## src/hw/rtl/imdlp_pkg.sv

```systemverilog
// Shared types, constants and helper functions for the display list parser.
package imdlp_pkg;

  localparam int NUM_ATTRIBUTES = 21;
  localparam int ATTR_W         = $clog2(NUM_ATTRIBUTES);
  localparam int S_W            = ATTR_W + 1;
  localparam int CFG_IDX_W      = 1;
  localparam int CFG_DATA_W     = 2 * NUM_ATTRIBUTES;
  localparam int QDEPTH         = 4;
  localparam int Q_AW           = $clog2(QDEPTH);

  // Configuration register indexes
  localparam logic [CFG_IDX_W-1:0] REG_ENABLE  = 1'd0;
  localparam logic [CFG_IDX_W-1:0] REG_FORMATS = 1'd1;

  // Attribute index formats
  localparam logic [1:0] FMT_NONE   = 2'd0;
  localparam logic [1:0] FMT_DIRECT = 2'd1;
  localparam logic [1:0] FMT_BYTE   = 2'd2;
  localparam logic [1:0] FMT_SHORT  = 2'd3;

  // Result kinds
  localparam logic [1:0] KIND_HDR = 2'd0;
  localparam logic [1:0] KIND_IDX = 2'd1;
  localparam logic [1:0] KIND_ERR = 2'd2;

  // Error codes
  localparam logic [2:0] ERR_NONE      = 3'd0;
  localparam logic [2:0] ERR_BAD_CMD   = 3'd1;
  localparam logic [2:0] ERR_BAD_BYTE  = 3'd2;
  localparam logic [2:0] ERR_BAD_SHORT = 3'd3;
  localparam logic [2:0] ERR_DIRECT    = 3'd4;
  localparam logic [2:0] ERR_TRUNC     = 3'd5;

  // Direct format is only legal below this attribute
  localparam logic [ATTR_W-1:0] DIRECT_LIMIT = ATTR_W'(3);

  typedef struct packed {
    logic [7:0] data_byte;
    logic       end_of_list;
  } imdlp_in_t;

  typedef struct packed {
    logic [1:0]  item_kind;
    logic [7:0]  draw_tag;
    logic [15:0] vertex_count;
    logic [15:0] vertex_number;
    logic [4:0]  attribute_number;
    logic [15:0] index_value;
    logic [15:0] max_index_seen;
    logic [2:0]  error_code;
    logic        last_of_run;
  } imdlp_out_t;

  // Everything one byte produces: a leading result, two runs of no-byte
  // indices (current vertex, then next vertex) and a trailing error.
  typedef struct packed {
    logic [7:0]                tag;
    logic [15:0]               count;
    logic                      first_v;
    logic [1:0]                first_kind;
    logic [15:0]               first_vnum;
    logic [ATTR_W-1:0]         first_attr;
    logic [15:0]               first_val;
    logic [2:0]                first_code;
    logic [NUM_ATTRIBUTES-1:0] mask_a;
    logic [15:0]               vnum_a;
    logic [NUM_ATTRIBUTES-1:0] mask_b;
    logic                      tail_v;
    logic [2:0]                tail_code;
    logic [15:0]               tail_vnum;
    logic [ATTR_W-1:0]         tail_attr;
  } imdlp_rec_t;

  // Position of the lowest set bit; zero when none is set.
  function automatic logic [ATTR_W-1:0] lowest_set(input logic [NUM_ATTRIBUTES-1:0] m);
    logic [ATTR_W-1:0] res;
    res = '0;
    for (int i = NUM_ATTRIBUTES - 1; i >= 0; i--) begin
      if (m[i]) res = ATTR_W'(i);
    end
    return res;
  endfunction

  // Bits at or above position s.
  function automatic logic [NUM_ATTRIBUTES-1:0] ge_mask(input logic [S_W-1:0] s);
    logic [NUM_ATTRIBUTES-1:0] m;
    for (int i = 0; i < NUM_ATTRIBUTES; i++) begin
      m[i] = (S_W'(i) >= s);
    end
    return m;
  endfunction

  // Bits below position p.
  function automatic logic [NUM_ATTRIBUTES-1:0] lt_mask(input logic [ATTR_W-1:0] p);
    logic [NUM_ATTRIBUTES-1:0] m;
    for (int i = 0; i < NUM_ATTRIBUTES; i++) begin
      m[i] = (ATTR_W'(i) < p);
    end
    return m;
  endfunction

endpackage

```

## src/hw/rtl/imdlp_front.sv

```systemverilog
// Front end: configuration, byte parsing and per-byte result records.
module imdlp_front import imdlp_pkg::*; (
  input  logic                  clk,
  input  logic                  rst_n,
  input  logic                  cfg_we,
  input  logic [CFG_IDX_W-1:0]  cfg_index,
  input  logic [CFG_DATA_W-1:0] cfg_wdata,
  input  logic                  in_valid,
  output logic                  in_ready,
  input  imdlp_in_t             in_data,
  output logic                  q_push,
  output imdlp_rec_t            q_rec,
  input  logic                  q_full
);

  typedef enum logic [2:0] {
    PH_IDLE, PH_CNT_HI, PH_CNT_LO, PH_IDX, PH_IDX_LO
  } phase_t;

  phase_t                          phase_r, phase_nxt;
  logic [7:0]                      tag_r, tag_nxt;
  logic [15:0]                     count_r, count_nxt;
  logic [15:0]                     vc_r, vc_nxt;
  logic [ATTR_W-1:0]               cursor_r, cursor_nxt;
  logic [7:0]                      partial_r, partial_nxt;
  logic                            latched_r, latched_nxt;
  logic [NUM_ATTRIBUTES-1:0]       enable_r;
  logic [NUM_ATTRIBUTES-1:0][1:0]  fmt_r;

  logic [NUM_ATTRIBUTES-1:0] stop_mask, none_mask;
  logic                      accept;
  logic [7:0]                b;
  logic                      eol;
  logic [15:0]               short_val;
  logic                      err_now, bad_tag, walk_do;
  imdlp_rec_t                rec;

  logic [S_W-1:0]            walk_s;
  logic [15:0]               walk_vc, walk_cnt;
  logic [NUM_ATTRIBUTES-1:0] w_mask_a, w_mask_b, w_ge, w_hi;
  logic [15:0]               w_vc, w_inc;
  logic [ATTR_W-1:0]         w_cursor, w_p;
  logic                      w_idle, w_err4, w_found;

  assign in_ready  = !q_full;
  assign accept    = in_valid && in_ready;
  assign b         = in_data.data_byte;
  assign eol       = in_data.end_of_list;
  assign short_val = {partial_r, b};

  always_comb begin
    for (int i = 0; i < NUM_ATTRIBUTES; i++) begin
      stop_mask[i] = enable_r[i] && (fmt_r[i] != FMT_NONE);
      none_mask[i] = enable_r[i] && (fmt_r[i] == FMT_NONE);
    end
  end

  // Walk forward from walk_s to the next attribute that takes a byte,
  // wrapping into the next vertex at most once.
  always_comb begin
    w_ge     = ge_mask(walk_s);
    w_hi     = stop_mask & w_ge;
    w_inc    = walk_vc + 16'd1;
    w_mask_a = '0;
    w_mask_b = '0;
    w_vc     = walk_vc;
    w_cursor = '0;
    w_p      = '0;
    w_idle   = 1'b0;
    w_err4   = 1'b0;
    w_found  = 1'b0;
    if (|w_hi) begin
      w_p      = lowest_set(w_hi);
      w_found  = 1'b1;
      w_mask_a = none_mask & w_ge & lt_mask(w_p);
    end else begin
      w_mask_a = none_mask & w_ge;
      w_vc     = w_inc;
      if (w_inc == walk_cnt) begin
        w_idle = 1'b1;
      end else if (|stop_mask) begin
        w_p      = lowest_set(stop_mask);
        w_found  = 1'b1;
        w_mask_b = none_mask & lt_mask(w_p);
      end else begin
        w_idle = 1'b1;
      end
    end
    if (w_found) begin
      w_cursor = w_p;
      if (fmt_r[w_p] == FMT_DIRECT && w_p >= DIRECT_LIMIT) w_err4 = 1'b1;
    end
  end

  always_comb begin
    phase_nxt   = phase_r;
    tag_nxt     = tag_r;
    count_nxt   = count_r;
    vc_nxt      = vc_r;
    cursor_nxt  = cursor_r;
    partial_nxt = partial_r;
    latched_nxt = latched_r;
    rec         = '0;
    err_now     = 1'b0;
    bad_tag     = 1'b0;
    walk_do     = 1'b0;
    walk_s      = {1'b0, cursor_r} + S_W'(1);
    walk_vc     = vc_r;
    walk_cnt    = count_r;

    if (latched_r) begin
      // Drop bytes until the list ends
      if (eol) begin
        latched_nxt = 1'b0;
        phase_nxt   = PH_IDLE;
      end
    end else begin
      case (phase_r)
        PH_IDLE: begin
          if (b != 8'h00) begin
            if (!b[7]) begin
              rec.first_v    = 1'b1;
              rec.first_kind = KIND_ERR;
              rec.first_code = ERR_BAD_CMD;
              rec.first_vnum = vc_r;
              rec.first_attr = cursor_r;
              err_now        = 1'b1;
              bad_tag        = 1'b1;
            end else begin
              tag_nxt   = b;
              phase_nxt = PH_CNT_HI;
            end
          end
        end
        PH_CNT_HI: begin
          partial_nxt = b;
          phase_nxt   = PH_CNT_LO;
        end
        PH_CNT_LO: begin
          count_nxt      = short_val;
          vc_nxt         = '0;
          cursor_nxt     = '0;
          rec.first_v    = 1'b1;
          rec.first_kind = KIND_HDR;
          walk_s         = '0;
          walk_vc        = '0;
          walk_cnt       = short_val;
          phase_nxt      = PH_IDLE;
          if (short_val != 16'd0 && |stop_mask) walk_do = 1'b1;
        end
        PH_IDX: begin
          if (fmt_r[cursor_r] == FMT_SHORT) begin
            partial_nxt = b;
            phase_nxt   = PH_IDX_LO;
          end else if (b == 8'hff) begin
            rec.first_v    = 1'b1;
            rec.first_kind = KIND_ERR;
            rec.first_code = ERR_BAD_BYTE;
            rec.first_vnum = vc_r;
            rec.first_attr = cursor_r;
            rec.first_val  = {8'h00, b};
            err_now        = 1'b1;
          end else begin
            rec.first_v    = 1'b1;
            rec.first_kind = KIND_IDX;
            rec.first_vnum = vc_r;
            rec.first_attr = cursor_r;
            rec.first_val  = {8'h00, b};
            walk_do        = 1'b1;
          end
        end
        PH_IDX_LO: begin
          rec.first_v    = 1'b1;
          rec.first_vnum = vc_r;
          rec.first_attr = cursor_r;
          rec.first_val  = short_val;
          if (short_val == 16'hffff) begin
            rec.first_kind = KIND_ERR;
            rec.first_code = ERR_BAD_SHORT;
            err_now        = 1'b1;
          end else begin
            rec.first_kind = KIND_IDX;
            walk_do        = 1'b1;
          end
        end
        default: begin
          phase_nxt = PH_IDLE;
        end
      endcase

      if (walk_do) begin
        rec.mask_a = w_mask_a;
        rec.vnum_a = walk_vc;
        rec.mask_b = w_mask_b;
        vc_nxt     = w_vc;
        cursor_nxt = w_cursor;
        phase_nxt  = (w_idle || w_err4) ? PH_IDLE : PH_IDX;
        if (w_err4) begin
          rec.tail_v    = 1'b1;
          rec.tail_code = ERR_DIRECT;
          rec.tail_vnum = w_vc;
          rec.tail_attr = w_cursor;
          err_now       = 1'b1;
        end
      end

      if (err_now) begin
        latched_nxt = 1'b1;
        phase_nxt   = PH_IDLE;
      end

      if (eol) begin
        // Flag an unfinished command at the end of the list
        if (!err_now && phase_nxt != PH_IDLE) begin
          rec.tail_v    = 1'b1;
          rec.tail_code = ERR_TRUNC;
          rec.tail_vnum = vc_nxt;
          rec.tail_attr = cursor_nxt;
        end
        phase_nxt   = PH_IDLE;
        latched_nxt = 1'b0;
      end

      rec.tag   = bad_tag ? b : tag_nxt;
      rec.count = count_nxt;
    end
  end

  assign q_rec  = rec;
  assign q_push = accept && (rec.first_v || (|rec.mask_a) || (|rec.mask_b) || rec.tail_v);

  always_ff @(posedge clk) begin
    if (!rst_n) begin
      phase_r   <= PH_IDLE;
      tag_r     <= '0;
      count_r   <= '0;
      vc_r      <= '0;
      cursor_r  <= '0;
      partial_r <= '0;
      latched_r <= 1'b0;
      enable_r  <= '0;
      fmt_r     <= '0;
    end else begin
      if (cfg_we) begin
        case (cfg_index)
          REG_ENABLE:  enable_r <= cfg_wdata[NUM_ATTRIBUTES-1:0];
          REG_FORMATS: fmt_r    <= cfg_wdata[CFG_DATA_W-1:0];
          default: ;
        endcase
      end
      if (accept) begin
        phase_r   <= phase_nxt;
        tag_r     <= tag_nxt;
        count_r   <= count_nxt;
        vc_r      <= vc_nxt;
        cursor_r  <= cursor_nxt;
        partial_r <= partial_nxt;
        latched_r <= latched_nxt;
      end
    end
  end

endmodule

```

## src/hw/rtl/imdlp_queue.sv

```systemverilog
// Short record queue between the parser front end and the emitter.
module imdlp_queue import imdlp_pkg::*; (
  input  logic       clk,
  input  logic       rst_n,
  input  logic       push,
  input  imdlp_rec_t push_rec,
  output logic       full,
  input  logic       pop,
  output imdlp_rec_t head,
  output logic       head_valid
);

  imdlp_rec_t        mem_r [QDEPTH];
  logic [Q_AW-1:0]   wr_ptr_r, rd_ptr_r;
  logic [Q_AW:0]     count_r, count_nxt;

  assign full       = (count_r == (Q_AW+1)'(QDEPTH));
  assign head_valid = (count_r != '0);
  assign head       = mem_r[rd_ptr_r];

  always_comb begin
    count_nxt = count_r;
    if (push && !pop) count_nxt = count_r + (Q_AW+1)'(1);
    if (pop && !push) count_nxt = count_r - (Q_AW+1)'(1);
  end

  always_ff @(posedge clk) begin
    if (!rst_n) begin
      wr_ptr_r <= '0;
      rd_ptr_r <= '0;
      count_r  <= '0;
    end else begin
      if (push) wr_ptr_r <= wr_ptr_r + Q_AW'(1);
      if (pop)  rd_ptr_r <= rd_ptr_r + Q_AW'(1);
      count_r <= count_nxt;
    end
  end

  always_ff @(posedge clk) begin
    if (push) mem_r[wr_ptr_r] <= push_rec;
  end

endmodule

```

## src/hw/rtl/imdlp_back.sv

```systemverilog
// Back end: expands records into results and keeps the per-attribute maximum.
module imdlp_back import imdlp_pkg::*; (
  input  logic       clk,
  input  logic       rst_n,
  input  imdlp_rec_t q_head,
  input  logic       q_valid,
  output logic       q_pop,
  output logic       out_valid,
  input  logic       out_ready,
  output imdlp_out_t out_data
);

  logic                      busy_r;
  imdlp_rec_t                cur_r;
  logic                      out_valid_r;
  imdlp_out_t                out_data_r;
  logic [15:0]               tbl_r [NUM_ATTRIBUTES];

  imdlp_rec_t        src, rem;
  logic              src_v, fire, last, is_idx, upd;
  imdlp_out_t        e;
  logic [ATTR_W-1:0] attr;
  logic [15:0]       val, rd, new_max;

  assign src   = busy_r ? cur_r : q_head;
  assign src_v = busy_r || q_valid;
  assign fire  = src_v && (!out_valid_r || out_ready);
  assign q_pop = fire && !busy_r;

  always_comb begin
    rem    = src;
    e      = '0;
    attr   = '0;
    val    = '0;
    is_idx = 1'b0;
    e.draw_tag     = src.tag;
    e.vertex_count = src.count;
    if (src.first_v) begin
      rem.first_v     = 1'b0;
      e.item_kind     = src.first_kind;
      e.vertex_number = src.first_vnum;
      e.error_code    = src.first_code;
      attr            = src.first_attr;
      val             = src.first_val;
      is_idx          = (src.first_kind == KIND_IDX);
    end else if (|src.mask_a) begin
      attr              = lowest_set(src.mask_a);
      rem.mask_a[attr]  = 1'b0;
      e.item_kind       = KIND_IDX;
      e.vertex_number   = src.vnum_a;
      is_idx            = 1'b1;
    end else if (|src.mask_b) begin
      attr              = lowest_set(src.mask_b);
      rem.mask_b[attr]  = 1'b0;
      e.item_kind       = KIND_IDX;
      e.vertex_number   = src.vnum_a + 16'd1;
      is_idx            = 1'b1;
    end else begin
      rem.tail_v      = 1'b0;
      e.item_kind     = KIND_ERR;
      e.vertex_number = src.tail_vnum;
      e.error_code    = src.tail_code;
      attr            = src.tail_attr;
    end

    // Attribute zero never enters the table
    upd     = is_idx && (attr != '0) && (attr < ATTR_W'(NUM_ATTRIBUTES));
    rd      = upd ? tbl_r[attr] : 16'd0;
    new_max = (rd <= val) ? val : rd;

    e.attribute_number = 5'(attr);
    e.index_value      = val;
    e.max_index_seen   = upd ? new_max : 16'd0;
    last = !(rem.first_v || (|rem.mask_a) || (|rem.mask_b) || rem.tail_v);
    e.last_of_run = last;
  end

  assign out_valid = out_valid_r;
  assign out_data  = out_data_r;

  always_ff @(posedge clk) begin
    if (!rst_n) begin
      busy_r      <= 1'b0;
      out_valid_r <= 1'b0;
      for (int i = 0; i < NUM_ATTRIBUTES; i++) tbl_r[i] <= '0;
    end else begin
      out_valid_r <= fire || (out_valid_r && !out_ready);
      if (fire) begin
        busy_r <= !last;
        if (upd) tbl_r[attr] <= new_max;
      end
    end
  end

  always_ff @(posedge clk) begin
    if (fire) begin
      cur_r      <= rem;
      out_data_r <= e;
    end
  end

endmodule

```

## src/hw/rtl/indexed_mesh_display_list_parser_top.sv

```systemverilog
// Top level of the indexed mesh display list parser.
//
//  channel | ports                          | moves
//  --------+--------------------------------+----------------------------------
//  input   | in_valid/in_ready/in_data      | one list byte per item
//  result  | out_valid/out_ready/out_data   | one header, index or error item
//  config  | cfg_we/cfg_index/cfg_wdata     | attribute enable / format write
//
// A byte that yields zero or one result item is taken every cycle unless the
// queue is full. A byte that yields more items holds the emitter, one item per
// cycle unless stalled, as each index goes through the single read-modify-write
// port of the maximum table; a four-record queue lets the parser keep taking
// bytes meanwhile. Reset is synchronous and clears the parse state, registers,
// queue and maximum table. A stalled result holds in the output register.
module indexed_mesh_display_list_parser_top import imdlp_pkg::*; (
  input  logic                  clk,
  input  logic                  rst_n,
  input  logic                  cfg_we,
  input  logic [CFG_IDX_W-1:0]  cfg_index,
  input  logic [CFG_DATA_W-1:0] cfg_wdata,
  input  logic                  in_valid,
  output logic                  in_ready,
  input  imdlp_in_t             in_data,
  output logic                  out_valid,
  input  logic                  out_ready,
  output imdlp_out_t            out_data
);

  logic       q_push, q_full, q_pop, q_valid;
  imdlp_rec_t q_rec, q_head;

  // Parse: walk the phase machine, classify each byte into a result record
  imdlp_front u_front (
    .clk       (clk),
    .rst_n     (rst_n),
    .cfg_we    (cfg_we),
    .cfg_index (cfg_index),
    .cfg_wdata (cfg_wdata),
    .in_valid  (in_valid),
    .in_ready  (in_ready),
    .in_data   (in_data),
    .q_push    (q_push),
    .q_rec     (q_rec),
    .q_full    (q_full)
  );

  // Buffer records so either side can stall on its own
  imdlp_queue u_queue (
    .clk        (clk),
    .rst_n      (rst_n),
    .push       (q_push),
    .push_rec   (q_rec),
    .full       (q_full),
    .pop        (q_pop),
    .head       (q_head),
    .head_valid (q_valid)
  );

  // Emit: expand each record into items and update the running maxima
  imdlp_back u_back (
    .clk       (clk),
    .rst_n     (rst_n),
    .q_head    (q_head),
    .q_valid   (q_valid),
    .q_pop     (q_pop),
    .out_valid (out_valid),
    .out_ready (out_ready),
    .out_data  (out_data)
  );

endmodule

```

## config.mk

```make
export PLATFORM = sky130hd
export DESIGN_NAME = indexed_mesh_display_list_parser_top
export DESIGN_NICKNAME = d
export VERILOG_FILES = /design/src/hw/rtl/imdlp_pkg.sv /design/src/hw/rtl/imdlp_front.sv /design/src/hw/rtl/imdlp_queue.sv /design/src/hw/rtl/imdlp_back.sv /design/src/hw/rtl/indexed_mesh_display_list_parser_top.sv
export SDC_FILE = /design/constraint.sdc
export NUM_CORES = 2
export LEC_CHECK = 0
export ABC_CLOCK_PERIOD_IN_PS = 11100
export BUFFER_PORTS_ARGS = -buffer_cell sky130_fd_sc_hd__buf_2
export CAP_MARGIN = 0
export CORE_AREA = 2 2 285 400
export CTS_BUF_LIST = sky130_fd_sc_hd__clkbuf_4 sky130_fd_sc_hd__clkbuf_8 sky130_fd_sc_hd__clkbuf_16
export CTS_CLUSTER_SIZE = 25
export DETAILED_ROUTE_END_ITERATION = 12
export DIE_AREA = 0 0 287 402
export PLACE_DENSITY = 0.7
export SLEW_MARGIN = 10
export SYNTH_ARGS = -nofsm -noshare
export SYNTH_HDL_FRONTEND = slang
export SYNTH_HIERARCHICAL = 1
export SYNTH_SLANG_ARGS = --single-unit
```

## constraint.sdc

```tcl
create_clock -name clk -period 11.1 [get_ports clk]
set_input_delay 0.555 -clock clk [delete_from_list [all_inputs] [get_ports clk]]
set_output_delay 0.555 -clock clk [all_outputs]
set_load 0.03 [all_outputs]
```

==> results.txt <==
----------------------------------------------------
[Drt]
  1st-iter DRT viols ... 4,154
  Wirelength per Cell ... 28.0 um
  Total wirelength of the detailed-routed design ... 179,000 um
  Total via count after detailed routing ... 40,235
  First-pass iteration count of the detailed router ... 6
  Via density per instance ... 6.29
  DRC violation count after routing ... 0
  Antenna violation net count after detailed routing ... 0

[Floorplanning]
  Horizontal extent of the die ... 287 um
  Die area ... 115,000 um2
  I/O pins ... 142
  Die height ... 402 um
  Starting utilization of the core area ... 54.5%
  Core region area ... 112,000 um2
  Std-Cell Rows ... 146

[Placement]
  Port bufs ... 141
  Final GP Congestion ... 0.986
  Placed wire-length estimate after detailed placement ... 123,000 um
  Post-Place Cell Area ... 63,600 um2

[Critical path]
  Worst EP arrival ... 10.09 ns
  Startpoint types ... register
  Critical path required time ... 11.55 ns
  Critical-path cell with the highest stage delay ... or4_1
  Class of the most critical setup path ... reg2reg
  Delay of the slowest critical-path stage ... 0.84 ns
  Nature of the critical path endpoint ... register
  Crit-path max FO ... 26
  Critical path's most frequent cell ... buf_4

[Clocking]
  Post-cts resize count ... 0
  Total CTS buffers ... 120
  TritonCTS clock tree ... yes
  Deepest level of the CTS H-tree ... 3
  Buffer depth of the longest clock path ... 3
  Hold-fix buffers at CTS ... 0
  Root Buffer Master ... clkbuf_16
  Clock network latency to the later pin of the worst-skew pair ... 0.74 ns
  Register clock-pin slew on the reported worst setup and hold paths ... 0.06 ns
  CTS sink count ... 1,345
  Number of setup buffers added after CTS ... 0

[Worst hold path]
  Start point of the worst hold path ... cfg_wdata[26]
  Hold Path Class ... in2reg

[Flow run]
  Maximum capacitance violations ... 0

[Pwr]
  VDD IR-drop max ... 0.000319 V
  LEAKAGE ... 23.7 nW
  Pwr dens ... 285 nW/um2

[Timing]
  Actual slew at the worst max-slew pin ... 1.35 ns
  Tmin final ... 9.64 ns
  Setup repair after global routing missed its margin ... no
  Setup clock skew after layout ... 0.0240 ns
  Peak Freq ... 104 MHz
  Setup TNS ... 0 ns
  Remaining max-slew budget at the tightest pin ... 9.79%
  Final worst-path cycle share ... 86.9%
  Final-report setup violation count ... 0
  Final-report hold violation count ... 0
  Final slew viol count ... 0

[Yosys]
  Syn Area/Cell ... 13.2 um2
  Count of mapped cells out of synthesis ... 4,619
  Most repeated cell in the gate-level netlist after synthesis ... edfxtp_1
  Cell area after synthesis ... 61,200 um2
  Synthesis-stage register bit count ... 1,345
  Sequential-to-total area share from yosys stat ... 63.9%
  Portion of synthesized cell area occupied by the leading cell type ... 59.6%
  Share of synthesized flip-flops with an asynchronous set or reset ... 0%
  Number of synthesized flops with an enable pin ... 1,214
  Most used standard cells in the synthesized netlist ... edfxtp_1, nor2_1, nand2_1, a21oi_1, mux2i_1
  Number of warnings issued by yosys ... 6
  Biggest area contributors in the synthesized netlist ... edfxtp_1, mux4_2, dfxtp_1, nor2_1, nand2_1
  Area leader, netlist ... edfxtp_1
  Most used flip-flop cell after synthesis ... edfxtp_1
  Number of unique standard cell types used by synthesis ... 128

[GRT]
  Number of global-route vias before repair ... 39,817
  Overflow after GRT ... 0
  Wire length of the first global-routing pass ... 261,000 um
  Pin count of the biggest net entering global routing ... 141
  Total global routing track utilization ... 31.0%
  Initial antenna violation count ... 10

[Finish]
  Total non-filler cell area in the finished layout ... 67,600 um2
  Layout cell share with drive strength beyond 1 ... 16.5%
  Layout overhead on the synthesized area ... 10.6%
  Nets ... 4,886

[Status]
  Run status ... completed

----------------------------------------------------
## cell families (layout without fill, tap and decap cells)
logic type                 count (synthesis)  count (layout)  synth area share [%]
muxes                                    356             356                  9.08
buffers and inverters                    400             561                  3.34
DFF                                     1345            1345                  63.9
other                                      2             135                0.0123
AOI/OAI and AO/OA                        778             778                  8.93
and+or+nand+nor                         1653            1653                  13.3
xor gates and xnor gates                  59              59                 0.870
adders and majority gates                 26              26                 0.540
## worst max-delay path: cells and delay by family (launching register included)
family                     cells  cell delay (ns)
AOI/OAI and AO/OA             12             3.52
adders and majority gates      1             0.32
buffers and inverters          6             1.70
DFF                            1             0.68
muxes                          1             0.59
and+or+nand+nor                8             2.46
## through the flow
step	hold WS, ns	utilization (%)	setup slack [ns]	instances	total power [mW]
2_1_floorplan	0.435	-	3.15	4748	12.5
4_1_cts	0.00782	60.3	1.56	6389	19.2
3_5_place_dp	0.452	56.7	1.57	6162	15.0
3_3_place_gp	0.441	56.7	1.57	6162	14.9
5_1_grt	0.0330	60.3	1.07	6392	20.0
6_report	0.0508	60.3	1.46	6393	19.2
## report_power, final
| group | leakage [nW] | switching [mW] | internal, mW | total [mW] |
|---|---|---|---|---|
| Combinational | 8.57 | 5.48 | 2.30 | 7.78 |
| Clock | 2.00 | 1.87 | 2.39 | 4.26 |
| Sequential | 13.1 | 0.357 | 6.85 | 7.21 |
| Total | 23.7 | 7.71 | 11.5 | 19.2 |
## metal layers
metal  global-route usage [%]  wire (um)  vias up
met2                     53.0      90400     1929
met1                     35.6      62600    19973
li1                         -          -    17742
met4                     22.5      15100        2
met3                     4.14      11200      589
met5                        0         12        -
## flip-flops by register name (all words and copies together), names as in the netlist, 16 cells and up, named ones only
name / flops
u_back/cur_r: 83
u_back/out_data: 83
u_back/tbl_r: 448
u_front/count_r: 16
u_front/enable_r: 21
u_front/fmt_r: 42
u_front/vc_r: 16
u_queue/mem_r: 600
## cells in the final DEF, fill, tap and decap left out, types with 25 or more instances in the layout
cell,synthesis,routed
a211oi_1,102,101
a21oi_1,199,196
a22oi_1,40,39
and2_1,97,93
and3_1,103,103
buf_2,76,141
buf_4,57,107
clkbuf_16,0,120
clkinv_2,0,27
conb_1,2,131
dfxtp_1,131,127
edfxtp_1,1214,1214
inv_1,69,68
mux2_2,44,44
mux2i_1,156,155
mux4_2,154,154
nand2_1,470,470
nand2b_1,26,26
nand3_1,71,71
nor2_1,511,509
nor2b_1,55,52
nor3_1,75,74
nor3b_1,30,29
nor4_1,30,30
o21ai_0,107,107
or3_1,25,25
xnor2_1,32,32
xor2_1,25,25
## area by class of cell
class | count | area (um2)
tap | 1480 | 1850
fill | 8790 | 44500
clock inverter | 84 | 882
timing repair buffer | 256 | 1670
multi-input combinational | 3003 | 20600
antenna | 4 | 10.0
clock buffer | 143 | 3180
inverter | 78 | 304
sequential | 1345 | 39100
## worst paths after layout
| kind | endpoint | slack, ns | cells past startpoint |
|---|---|---|---|
| worst min-delay path | u_front/fmt_r[26] | 0.05 | 3 |
| worst min register to register | u_front/tag_r[2] | 0.46 | 2 |
| worst max register to register | u_back/tbl_r[3][8] | 1.46 | 28 |
| worst max-delay path | u_back/tbl_r[3][8] | 1.46 | 28 |
Power figures use the tool's default switching activity.
